`config.mk`:
```
export PLATFORM = sky130hd
export DESIGN_NAME = csv_cell_boundary_scanner_unit
export DESIGN_NICKNAME = d
export VERILOG_FILES = /design/src/design/csvscan_pkg.sv /design/src/design/csvscan_core.sv /design/src/design/csvscan_rspbuf.sv /design/src/design/csv_cell_boundary_scanner_unit.sv
export SDC_FILE = /design/constraint.sdc
export NUM_CORES = 1
export LEC_CHECK = 0
export BUFFER_PORTS_ARGS = -buffer_cell sky130_fd_sc_hd__buf_2
export CORE_ASPECT_RATIO = 0.7
export CORE_MARGIN = 5
export CORE_UTILIZATION = 25
export DETAILED_ROUTE_END_ITERATION = 7
export HOLD_SLACK_MARGIN = 0.02
export SETUP_SLACK_MARGIN = 0.3
export SKIP_LAST_GASP = 1
export SLEW_MARGIN = 20
export SYNTH_ARGS = -nofsm -noshare
export SYNTH_HDL_FRONTEND = slang
export SYNTH_SLANG_ARGS = --single-unit
```
`constraint.sdc`:
```
create_clock -name clock -period 3.46 [get_ports clock]
set_input_delay 0 -clock clock [delete_from_list [all_inputs] [get_ports clock]]
set_output_delay 0 -clock clock [all_outputs]
set_load 0.02 [all_outputs]
```
`src/design/csvscan_pkg.sv`:
```
// csvscan_pkg: shared types, character codes and defaults for the csv cell scanner
// used by csvscan_core, csvscan_rspbuf and csv_cell_boundary_scanner_unit
// no dependencies
`default_nettype none

package csvscan_pkg;

   // default bounds for the row, column and byte counters
   localparam int unsigned MAX_ROWS_DEF  = 256;
   localparam int unsigned MAX_COLS_DEF  = 256;
   localparam int unsigned MAX_BYTES_DEF = 262144;

   // character codes
   localparam logic [7:0] CH_QUOTE = 8'h22;
   localparam logic [7:0] CH_LF    = 8'h0a;
   localparam logic [7:0] CH_CR    = 8'h0d;
   localparam logic [7:0] CH_COMMA = 8'h2c;

   // record kinds
   localparam logic REC_CELL    = 1'b0;
   localparam logic REC_SUMMARY = 1'b1;

   // widths of the result packing
   localparam int unsigned RSP_DATA_W = 56;

   // one result record
   typedef struct packed {
      logic        record_type;
      logic [7:0]  row_index;
      logic [7:0]  column_index;
      logic [17:0] byte_offset;
      logic [8:0]  column_count;
      logic [8:0]  row_count;
      logic        overflow;
      logic        final_record;
   } rec_type;

   // up to three records produced by one input byte, in delivery order
   typedef struct packed {
      logic [1:0]          count;
      rec_type [2:0]       rec;
   } batch_type;

endpackage

`default_nettype wire

```
`src/design/csvscan_core.sv`:
```
// csvscan_core: scanner state and the single-pass decode of one byte
// depends on csvscan_pkg
// produces a batch of up to three records per processed byte
`default_nettype none

module csvscan_core #(
   parameter int unsigned MAX_ROWS  = csvscan_pkg::MAX_ROWS_DEF,
   parameter int unsigned MAX_COLS  = csvscan_pkg::MAX_COLS_DEF,
   parameter int unsigned MAX_BYTES = csvscan_pkg::MAX_BYTES_DEF
) (
   input  wire logic                   clock,
   input  wire logic                   reset,
   input  wire logic                   fire,
   input  wire logic [7:0]             data_byte,
   input  wire logic                   final_byte,
   output csvscan_pkg::batch_type      batch
);

   localparam int unsigned ROW_W = $clog2(MAX_ROWS);
   localparam int unsigned COL_W = $clog2(MAX_COLS);
   localparam int unsigned POS_W = $clog2(MAX_BYTES);
   localparam logic [ROW_W-1:0] ROW_LAST = ROW_W'(MAX_ROWS - 1);
   localparam logic [COL_W-1:0] COL_LAST = COL_W'(MAX_COLS - 1);
   localparam logic [POS_W-1:0] POS_LAST = POS_W'(MAX_BYTES - 1);

   typedef struct packed {
      logic [1:0]       qd;
      logic [7:0]       pb;
      logic             pv;
      logic             sk;
      logic             rs;
      logic [POS_W-1:0] pos;
      logic [ROW_W-1:0] row;
      logic [COL_W-1:0] col;
      logic [COL_W-1:0] wid;
      logic             ovf;
   } scan_type;

   typedef struct packed {
      scan_type            st;
      logic                em;
      csvscan_pkg::rec_type rec;
   } proc_res_type;

   function automatic logic is_sep(logic [7:0] b);
      return b == csvscan_pkg::CH_COMMA || b == csvscan_pkg::CH_LF ||
             b == csvscan_pkg::CH_CR;
   endfunction

   // cell start record with the counters cut to the field widths
   function automatic csvscan_pkg::rec_type cell_rec(logic [ROW_W-1:0] row,
                                                     logic [COL_W-1:0] col,
                                                     logic [POS_W-1:0] off,
                                                     logic ovf);
      csvscan_pkg::rec_type r;
      logic [31:0] row_w;
      logic [31:0] col_w;
      logic [31:0] off_w;
      row_w = 32'(row);
      col_w = 32'(col);
      off_w = 32'(off);
      r = '0;
      r.record_type  = csvscan_pkg::REC_CELL;
      r.row_index    = row_w[7:0];
      r.column_index = col_w[7:0];
      r.byte_offset  = off_w[17:0];
      r.overflow     = ovf;
      return r;
   endfunction

   // end of stream summary
   function automatic csvscan_pkg::rec_type sum_rec(logic [ROW_W-1:0] row,
                                                    logic [COL_W-1:0] wid,
                                                    logic ovf);
      csvscan_pkg::rec_type r;
      logic [31:0] rcnt;
      logic [31:0] ccnt;
      rcnt = 32'(row) + 32'd1;
      ccnt = 32'(wid) + 32'd1;
      r = '0;
      r.record_type  = csvscan_pkg::REC_SUMMARY;
      r.column_count = ccnt[8:0];
      r.row_count    = rcnt[8:0];
      r.overflow     = ovf;
      r.final_record = 1'b1;
      return r;
   endfunction

   // decision on a held byte c, given the byte n that follows it
   function automatic proc_res_type proc_fn(scan_type s, logic [7:0] c, logic [7:0] n,
                                            logic [POS_W-1:0] off, logic has_next);
      proc_res_type r;
      r.st  = s;
      r.em  = 1'b0;
      r.rec = '0;
      if (c == csvscan_pkg::CH_QUOTE) begin
         if (s.qd == 2'd0) begin
            r.st.qd = 2'd1;
         end else if (is_sep(n)) begin
            r.st.qd = s.qd - 2'd1;
         end
      end else if (c == csvscan_pkg::CH_COMMA && s.qd == 2'd0) begin
         if (s.col >= COL_LAST) begin
            r.st.ovf = 1'b1;
         end else begin
            r.st.col = s.col + COL_W'(1);
         end
         if (!is_sep(n)) begin
            r.em  = 1'b1;
            r.rec = cell_rec(r.st.row, r.st.col, off, r.st.ovf);
         end
      end else if (has_next && ((c == csvscan_pkg::CH_CR && n == csvscan_pkg::CH_LF) ||
                                (c == csvscan_pkg::CH_LF && n == csvscan_pkg::CH_CR))) begin
         if (s.col > s.wid) begin
            r.st.wid = s.col;
         end
         r.st.col = '0;
         r.st.sk  = 1'b1;
      end
      return r;
   endfunction

   scan_type             st_ff;
   scan_type             st_in;
   scan_type             s;
   proc_res_type         pa;
   proc_res_type         pb;
   logic                 ea;
   logic                 eb;
   csvscan_pkg::rec_type ra;
   csvscan_pkg::rec_type rb;
   csvscan_pkg::rec_type rsum;
   logic [POS_W-1:0]     off_b;

   // single pass over the byte: held byte, row opening, position, end of stream
   always_comb begin
      s     = st_ff;
      off_b = st_ff.pos;
      ea    = 1'b0;
      eb    = 1'b0;
      ra    = '0;
      rb    = '0;
      rsum  = '0;
      pa    = '0;
      pb    = '0;

      // held byte, now that its successor is known
      if (s.pv) begin
         pa   = proc_fn(s, s.pb, data_byte, off_b, 1'b1);
         s    = pa.st;
         ea   = pa.em;
         ra   = pa.rec;
         s.pv = 1'b0;
      end

      // second byte of a row end pair is dropped
      if (s.sk) begin
         s.sk = 1'b0;
         if (!final_byte) begin
            s.rs = 1'b1;
         end
      end else begin
         if (s.rs) begin
            s.rs = 1'b0;
            if (s.row >= ROW_LAST) begin
               s.ovf = 1'b1;
            end else begin
               s.row = s.row + ROW_W'(1);
            end
            if (!is_sep(data_byte)) begin
               ea = 1'b1;
               ra = cell_rec(s.row, '0, off_b, s.ovf);
            end
            if (data_byte == csvscan_pkg::CH_QUOTE && s.qd < 2'd3) begin
               s.qd = s.qd + 2'd1;
            end
         end else if (off_b == '0 && data_byte != csvscan_pkg::CH_COMMA) begin
            ea = 1'b1;
            ra = cell_rec('0, '0, '0, s.ovf);
         end
         s.pb = data_byte;
         s.pv = 1'b1;
      end

      // saturating byte position
      if (s.pos >= POS_LAST) begin
         s.ovf = 1'b1;
      end else begin
         s.pos = s.pos + POS_W'(1);
      end

      // flush the held byte against a zero and close the stream
      if (final_byte) begin
         if (s.pv) begin
            pb   = proc_fn(s, s.pb, 8'h00, s.pos, 1'b0);
            s    = pb.st;
            eb   = pb.em;
            rb   = pb.rec;
            s.pv = 1'b0;
         end
         rsum = sum_rec(s.row, s.wid, s.ovf);
         s    = '0;
      end
      st_in = s;
   end

   // pack the emitted records in order
   always_comb begin
      batch.count  = 2'(ea) + 2'(eb) + 2'(final_byte);
      batch.rec[0] = ea ? ra : (eb ? rb : rsum);
      batch.rec[1] = (ea && eb) ? rb : rsum;
      batch.rec[2] = rsum;
   end

   // scanner state
   always_ff @(posedge clock) begin
      if (reset) begin
         st_ff <= '0;
      end else if (fire) begin
         st_ff <= st_in;
      end
   end

   // end of stream leaves the scanner in its reset state
   a_fin_clears: assert property (@(posedge clock) disable iff (reset)
      fire && final_byte |=> st_ff.pos == '0 && !st_ff.pv && st_ff.row == '0)
      else $error("state not cleared after last byte");

   // the summary is always last in its batch
   a_sum_last: assert property (@(posedge clock) disable iff (reset)
      fire && final_byte |-> batch.count != 2'd0 &&
         batch.rec[batch.count - 2'd1].final_record)
      else $error("summary not at end of batch");

   // no byte is held while the second byte of a row end pair is being dropped
   a_no_skip_pend: assert property (@(posedge clock) disable iff (reset)
      st_ff.sk |-> !st_ff.pv)
      else $error("pending byte held during pair skip");

endmodule

`default_nettype wire

```
`src/design/csvscan_rspbuf.sv`:
```
// csvscan_rspbuf: three-entry result queue that sends one record per transfer
// depends on csvscan_pkg
// entry zero is the output register; entries shift down on each transfer
`default_nettype none

module csvscan_rspbuf (
   input  wire logic                    clock,
   input  wire logic                    reset,
   input  wire logic                    load,
   input  wire csvscan_pkg::batch_type  batch,
   output logic                         free,
   output logic                         rsp_tvalid,
   input  wire logic                    rsp_tready,
   output csvscan_pkg::rec_type         head
);

   logic [1:0]                  cnt_ff;
   logic [1:0]                  cnt_in;
   csvscan_pkg::rec_type [2:0]  slot_ff;
   csvscan_pkg::rec_type [2:0]  slot_in;
   logic                        pop;

   assign rsp_tvalid = cnt_ff != 2'd0;
   assign head       = slot_ff[0];
   assign pop        = rsp_tvalid && rsp_tready;
   // empty now, or emptied by the transfer in this cycle
   assign free       = cnt_ff == 2'd0 || (cnt_ff == 2'd1 && rsp_tready);

   // next fill and entries
   always_comb begin
      cnt_in  = cnt_ff;
      slot_in = slot_ff;
      if (load) begin
         cnt_in  = batch.count;
         slot_in = batch.rec;
      end else if (pop) begin
         cnt_in     = cnt_ff - 2'd1;
         slot_in[0] = slot_ff[1];
         slot_in[1] = slot_ff[2];
      end
   end

   // fill count
   always_ff @(posedge clock) begin
      if (reset) begin
         cnt_ff <= 2'd0;
      end else begin
         cnt_ff <= cnt_in;
      end
   end

   // entries
   always_ff @(posedge clock) begin
      slot_ff <= slot_in;
   end

   a_load_free: assert property (@(posedge clock) disable iff (reset)
      load |-> free)
      else $error("batch loaded over pending results");

   a_pop_dec: assert property (@(posedge clock) disable iff (reset)
      pop && !load |=> cnt_ff == $past(cnt_ff) - 2'd1)
      else $error("fill count did not drop on transfer");

   a_final_kind: assert property (@(posedge clock) disable iff (reset)
      rsp_tvalid && head.final_record |-> head.record_type == csvscan_pkg::REC_SUMMARY)
      else $error("final flag on a cell record");

endmodule

`default_nettype wire

```
`src/design/csv_cell_boundary_scanner_unit.sv`:
```
// csv_cell_boundary_scanner_unit: top level of the csv cell boundary scanner
// depends on csvscan_pkg, csvscan_core and csvscan_rspbuf
//
// Usage: one text byte per transfer on the req_ channel, req_tlast on the
// last byte of a file. For each non-empty cell the rsp_ channel sends a cell
// record (row, column, byte offset); after the last byte it sends a summary
// record (column and row counts) with rsp_tlast set. rsp_tuser tells the two
// kinds apart. A byte is held in the input register, decoded in one pass into
// up to three records, and those wait in a three-entry queue whose head is
// the output register.
// A byte waits in the input register until the queue can take its records.
// Throughput: one byte per cycle while each byte yields at most one record and the
// receiver is ready; a byte that yields more records holds the input until the
// queue, which sends one record per cycle while the receiver is ready, holds one.
// Reset clears the scanner counters and the queue; the block then waits for
// the first byte of a new file. After each last byte the scanner returns to
// that state by itself. When the receiver stalls, the queue and then the
// input register fill and req_tready drops; nothing is lost.
`default_nettype none

module csv_cell_boundary_scanner_unit #(
   parameter int unsigned MAX_ROWS  = csvscan_pkg::MAX_ROWS_DEF,
   parameter int unsigned MAX_COLS  = csvscan_pkg::MAX_COLS_DEF,
   parameter int unsigned MAX_BYTES = csvscan_pkg::MAX_BYTES_DEF
) (
   input  wire logic                              clock,
   input  wire logic                              reset,
   input  wire logic                              req_tvalid,
   output logic                                   req_tready,
   input  wire logic [7:0]                        req_tdata,   // data_byte
   input  wire logic                              req_tlast,   // final_byte
   output logic                                   rsp_tvalid,
   input  wire logic                              rsp_tready,
   // row_index, column_index, byte_offset, column_count, row_count, overflow, zero pad
   output logic [csvscan_pkg::RSP_DATA_W-1:0]     rsp_tdata,
   output logic                                   rsp_tuser,   // record_type
   output logic                                   rsp_tlast    // final_record
);

   logic                   in_valid_ff;
   logic                   in_valid_in;
   logic [7:0]             in_byte_ff;
   logic                   in_last_ff;
   logic                   fire;
   logic                   free;
   csvscan_pkg::batch_type batch;
   csvscan_pkg::rec_type   head;

   // decode the held byte once the queue can take its records
   assign fire        = in_valid_ff && free;
   assign req_tready  = !in_valid_ff || fire;
   assign in_valid_in = (req_tvalid && req_tready) || (in_valid_ff && !fire);

   // input register
   always_ff @(posedge clock) begin
      if (reset) begin
         in_valid_ff <= 1'b0;
      end else begin
         in_valid_ff <= in_valid_in;
      end
   end

   always_ff @(posedge clock) begin
      if (req_tvalid && req_tready) begin
         in_byte_ff <= req_tdata;
         in_last_ff <= req_tlast;
      end
   end

   csvscan_core #(
      .MAX_ROWS  (MAX_ROWS),
      .MAX_COLS  (MAX_COLS),
      .MAX_BYTES (MAX_BYTES)
   ) u_core (
      .clock      (clock),
      .reset      (reset),
      .fire       (fire),
      .data_byte  (in_byte_ff),
      .final_byte (in_last_ff),
      .batch      (batch)
   );

   csvscan_rspbuf u_rspbuf (
      .clock      (clock),
      .reset      (reset),
      .load       (fire),
      .batch      (batch),
      .free       (free),
      .rsp_tvalid (rsp_tvalid),
      .rsp_tready (rsp_tready),
      .head       (head)
   );

   // result packing
   assign rsp_tdata = {3'b000, head.overflow, head.row_count, head.column_count,
                       head.byte_offset, head.column_index, head.row_index};
   assign rsp_tuser = head.record_type;
   assign rsp_tlast = head.final_record;

endmodule

`default_nettype wire

```
* Yosys cells after proc, flatten, opt, wreduce, memory -nomap -nowiden
Cells that the tools add are included.
** Word-level totals
- Register bits after elaboration :: 233
- Input bits :: 13
- Output and inout port bits :: 60
- Logic and storage cells :: 157
** Operators by class
- $add $sub $neg :: 11
- Order comparisons :: 6
- Equal/unequal tests :: 12
- Muxes and demuxes :: 64
- Reduce and logical (&&, ||, !) cells :: 26
** Operator list (number)
- $mux 55 :: 11
- $mux 110 :: 2
- $mux 57 :: 3
- $mux 56 :: 3
- $mux 8 :: 12
- $mux 73 :: 1
- $eq 8x6->1 const B :: 6
- $eq 8x4->1 const B :: 4
- $mux 25 :: 1
- $add 8x1->8 const B :: 3
- $ge 8x8->1 const B :: 3
- $mux 1 :: 20
- $add 18x1->18 const B :: 1
- $add 8x1->9 const B :: 2
- $ge 18x18->1 const B :: 1
- $logic_not 18->1 :: 1
- $mux 18 :: 1
- $mux 17 :: 1
- $mux 16 :: 1
- $mux 2 :: 7
- $logic_and 1x1->1 :: 12
- $mux 11 :: 1
- $gt 8x8->1 :: 1
- $ne 8x6->1 const B :: 1
- 10 further kinds :: 20

* Depth between registers and ports, before layout
- Depth after elaboration :: 24
- Gate-level depth with buffers :: 17
- Depth with buffers taken out :: 16

* Cells and area by module
A second synthesis with hierarchy kept.
** Second synthesis, totals
- Cell total of the unflattened synthesis :: 1237
- Area, all modules :: 13455.4 sq um
** By module, submodules not included
- csvscan_rspbuf :: instances 1, cells each 362, area each 7131.8 sq um, sequential area each 4994.8 sq um
- csvscan_core :: instances 1, cells each 856, area each 5964.5 sq um, sequential area each 1101.1 sq um
- csv_cell_boundary_scanner_unit :: instances 1, cells each 19, area each 359.1 sq um, sequential area each 290.3 sq um

* Worst setup path before layout
OpenSTA, ideal clock, no wires.
- Kind :: flip-flop to flip-flop
- Start point :: reg u_rspbuf.cnt_ff[0]
- End point :: reg u_rspbuf.slot_ff (netlist bit u_rspbuf.head[10]) (enable)
- Library setup time :: 0.461 ns
- Arrival :: 2.914 ns
- Slack :: 0.085 ns
- Cell stages (with the launch flop) :: 5
- Path through :: dfxtp_1 > inv_1 > ha_1 > mux2i_1 > inv_1
** On the way
- Word-level cells in the longest chain between the ends :: 5
- Elaborated cells on any way between the ends :: 8
- Those cells by class :: eq/ne: 1; reduce/logical: 7
** RTL lines
- start: declaration :: line csvscan_rspbuf.sv:17 : logic [1:0] cnt_ff;
- start signal: assignment :: line csvscan_rspbuf.sv:48 : cnt_ff <= cnt_in;
- $eq 2x1->1 :: line csvscan_rspbuf.sv:27 : assign free = cnt_ff == 2'd0 || (cnt_ff == 2'd1 && rsp_tready);
- $logic_and 1x1->1 :: line csvscan_rspbuf.sv:27
- $logic_or 1x1->1 :: line csvscan_rspbuf.sv:27
- $logic_and 1x1->1 :: line csv_cell_boundary_scanner_unit.sv:50 : assign fire = in_valid_ff && free;
- $reduce_bool 2->1 (no source line) *
- end signal: assignment :: line csvscan_rspbuf.sv:54 : slot_ff <= slot_in;
- end: declaration :: line csvscan_rspbuf.sv:19 : csvscan_pkg::rec_type [2:0] slot_ff;
Every way passes the cells marked *; elsewhere a longest branch is shown, timed or not.
A chain may end at the register's enable or synchronous reset.

==> summary.txt <==
Status
  • Outcome: completed

CTS
  • CTS max path bufs: 2
  • CTS H-tree depth: 4
  • Worst skew pair latency: 450 ps
  • CTS tree: built
  • # clock sinks: approximately 200
  • CTS Buf Count: 17
  • Reg clk slew, reported paths: 80 ps
  • Clock Tree Root: clkbuf_16

Synth
  • Avg Inst Size Synth: just over 10 um2
  • YS warnings: 0
  • Cell Area, Synth: between 10000 and 15000 um2
  • Area leader, netlist: edfxtp_1
  • Post-synthesis sequential area ratio: between 50% and 60%
  • Top cells by area, synth: edfxtp_1, dfxtp_1, buf_4
  • Synth unique cells: 81
  • Synth top area share: just under 40%
  • Dominant synthesized flop cell: edfxtp_1
  • Async SR Flop Fraction: 0%
  • FF+latch count, synth: roughly 200
  • Post-Synthesis Cells: ~1000
  • Post-synth EDFFs: between 100 and 150

Drt
  • TritonRoute pass-1 iters: 5
  • Vias post-DR: between 8000 and 9000
  • Routed WL: 27800 um
  • Wirelength per Cell: 16.7 um
  • DRC viols: 0
  • DRT iter0 DRCs: around 840
  • Final ANT Viol Nets: 0
  • Vias per cell: around 4.9

Worst setup path
  • Worst Path Max Fanout: 6
  • Crit end category: flop
  • R2R Setup Slk: ~360 ps
  • Critical Path Source Type: flop
  • Worst Path Required: roughly 3700 ps
  • Reg2Reg Depth: 8
  • Crit path arrival time: around 3300 ps
  • Setup CP Type: flop to flop

STA
  • Fmax: 322 MHz
  • Setup_tns: 0 ps
  • Unrepaired setup endpoints after global routing: yes
  • Crit share post-route: between 80% and 90%
  • Setup Viol. Count Final: 0
  • Setup Skew: 12.6 ps
  • Post-layout min period: slightly above 3000 ps
  • Fin. max-slew vios: 0
  • Hold Vio Cnt, Final: 0
  • Max_slew headroom: between 30% and 40%
  • Worst hold slack: approximately 130 ps
  • Worst-margin pin slew: between 900 and 1000 ps

Floorplan
  • Die Span Y: 181 um
  • Die area: ~46000 um2
  • Die Width: around 250 um
  • Core ar.: between 40000 and 50000 um2
  • IO Count: 73
  • FP Rows: 62
  • Initial Util: between 20 and 30%

Placed design
  • RePlAce Congestion: 0.901
  • DPL Wire Length: 18900 um
  • Port Buffers: 69

Global route
  • Vias in the first global route: roughly 7400
  • First-pass GRT wire length: ~43000 um
  • Largest net degree at the start of global routing: around 120
  • Grt ovf: 0
  • Initial antenna violation count: 0
  • GRT Overall Usage: between 10% and 20%

Power
  • Pwr Total: about 6300 uW
  • Leak pwr: between 0.004 and 0.005 uW
  • Max IR drop VDD: a little under 0.4 mV
  • Pwr dens: between 500 and 600 nW/um2

Finish
  • Area grow syn2layout: 16.8%
  • Commonest non-fill, non-tap cell in the layout: edfxtp_1
  • Area of the multi-input gates: around 4600 um2
  • Nets: between 1000 and 1500
  • Final core utilization: 29.6%
  • Reg area: between 5000 and 6000 um2
  • Commonest non-fill, non-tap cells in the layout: edfxtp_1, nor2_1, nand2_1
  • Fill count: 4299
  • Ant diodes: 0
  • Layout cells sized above 1: a little over a fifth

Worst hold path
  • WHS Path Cells: 4
  • Worst hold path type: primary input to flop

Run
  • MaxCap Viol Count: 0
[logic make-up after synthesis]
logic type	Yosys count	share of synthesized area, %
buffers and inverters	149	8.07
AO/OA/AOI/OAI	257	16.2
adder cells (fa/ha/maj)	20	2.40
multiplexers	31	3.22
AND/OR/NAND/NOR	355	17.4
flip-flops	195	50.6
XOR/XNOR	25	2.10
other	1	0.0360
[Yosys cell counts, types with 5 or more instances]
master / instances
a211oi_1: 6
a21oi_1: 70
a22o_1: 18
a22oi_1: 26
a31oi_1: 6
a32oi_1: 8
and2_1: 12
and3_1: 24
buf_1: 5
buf_2: 7
buf_4: 60
buf_6: 5
clkbuf_1: 43
dfxtp_1: 58
edfxtp_1: 137
ha_1: 20
inv_1: 27
mux2_2: 19
mux2i_1: 11
nand2_1: 85
nand2b_1: 5
nand3_1: 22
nand4_1: 12
nor2_1: 110
nor3_1: 32
nor4_1: 5
o21ai_0: 62
o311ai_1: 10
o31ai_1: 5
or3_1: 7
xnor2_1: 17
xor2_1: 8
[critical path, cell delays in order, from the launching register on]
cell and delay [ps]:
edfxtp_1 500, and4bb_1 310, o31ai_4 470, mux2_1 370, nor2_1 310, nor3_2 170
a2111oi_0 400, a41oi_1 80, o22a_1 230
[per-stage QoR]
step | instances | worst slack, ps | instance area (um2)
detailed placement | 1597 | 156 | 11200
global placement | 1597 | 262 | 11200
floorplan | 1069 | 277 | 10600
global route | 1663 | 205 | 12200
finish | 1663 | 357 | 12200
CTS | 1643 | 253 | 11900
[layout make-up]
| type | instances | share of cell area (%) |
|---|---|---|
| clock buffer | 18 | 3.52 |
| clock inverter | 14 | 1.18 |
| inverter | 28 | 0.894 |
| multi-input combinational | 726 | 37.8 |
| sequential | 195 | 43.4 |
| tap | 544 | 5.59 |
| timing repair buffer | 138 | 7.56 |
[path summary, 6_finish.rpt]
path,to,from
setup / recovery,u_rspbuf.head[46]$_DFFE_PP_,in_byte_ff[5]$_DFFE_PP_
hold / removal,u_rspbuf.cnt_ff[1]$_SDFFE_PP0P_,rsp_tready
setup reg to reg,u_rspbuf.head[46]$_DFFE_PP_,in_byte_ff[5]$_DFFE_PP_
hold reg to reg,u_core.st_ff[55]$_SDFFE_PP0P_,u_core.st_ff[55]$_SDFFE_PP0P_
[where the power goes]
part | leakage (uW) | total (uW) | internal (uW) | switching, uW
combinational | 0.00228 | 1230 | 379 | 851
clock | 0.000277 | 1960 | 1020 | 942
sequential | 0.00179 | 3130 | 3000 | 128
total | 0.00435 | 6320 | 4390 | 1920
[registers in the layout (all words and copies together), names as in the netlist]
signal,cells
u_rspbuf.head,54
u_core.st_ff,37
u_rspbuf.cnt_ff,2
in_valid_ff,1
u_rspbuf.slot_ff,74
u_core.off_b,18
in_byte_ff,8
in_last_ff,1
[layer usage]
layer | wire [um] | global-route usage, % | vias up
met3 | 2040 | 2.77 | 27
met1 | 13400 | 17.5 | 3959
li1 | - | - | 3880
met5 | 0 | 0 | -
met4 | 394 | 3.18 | 0
met2 | 12000 | 16.5 | 315
[what timing repair did]
item / 4_1_cts / 5_1_grt
endpoints found under the setup margin: 20 / 37
hold endpoints to repair: 10 / 0
pin swaps: 3 / 14
gates resized for setup: 14 / 29
hold buffers: 11 / 0
buffers inserted: 3 / 18
gates cloned: 0 / 2
Power figures use the tool's default switching activity.
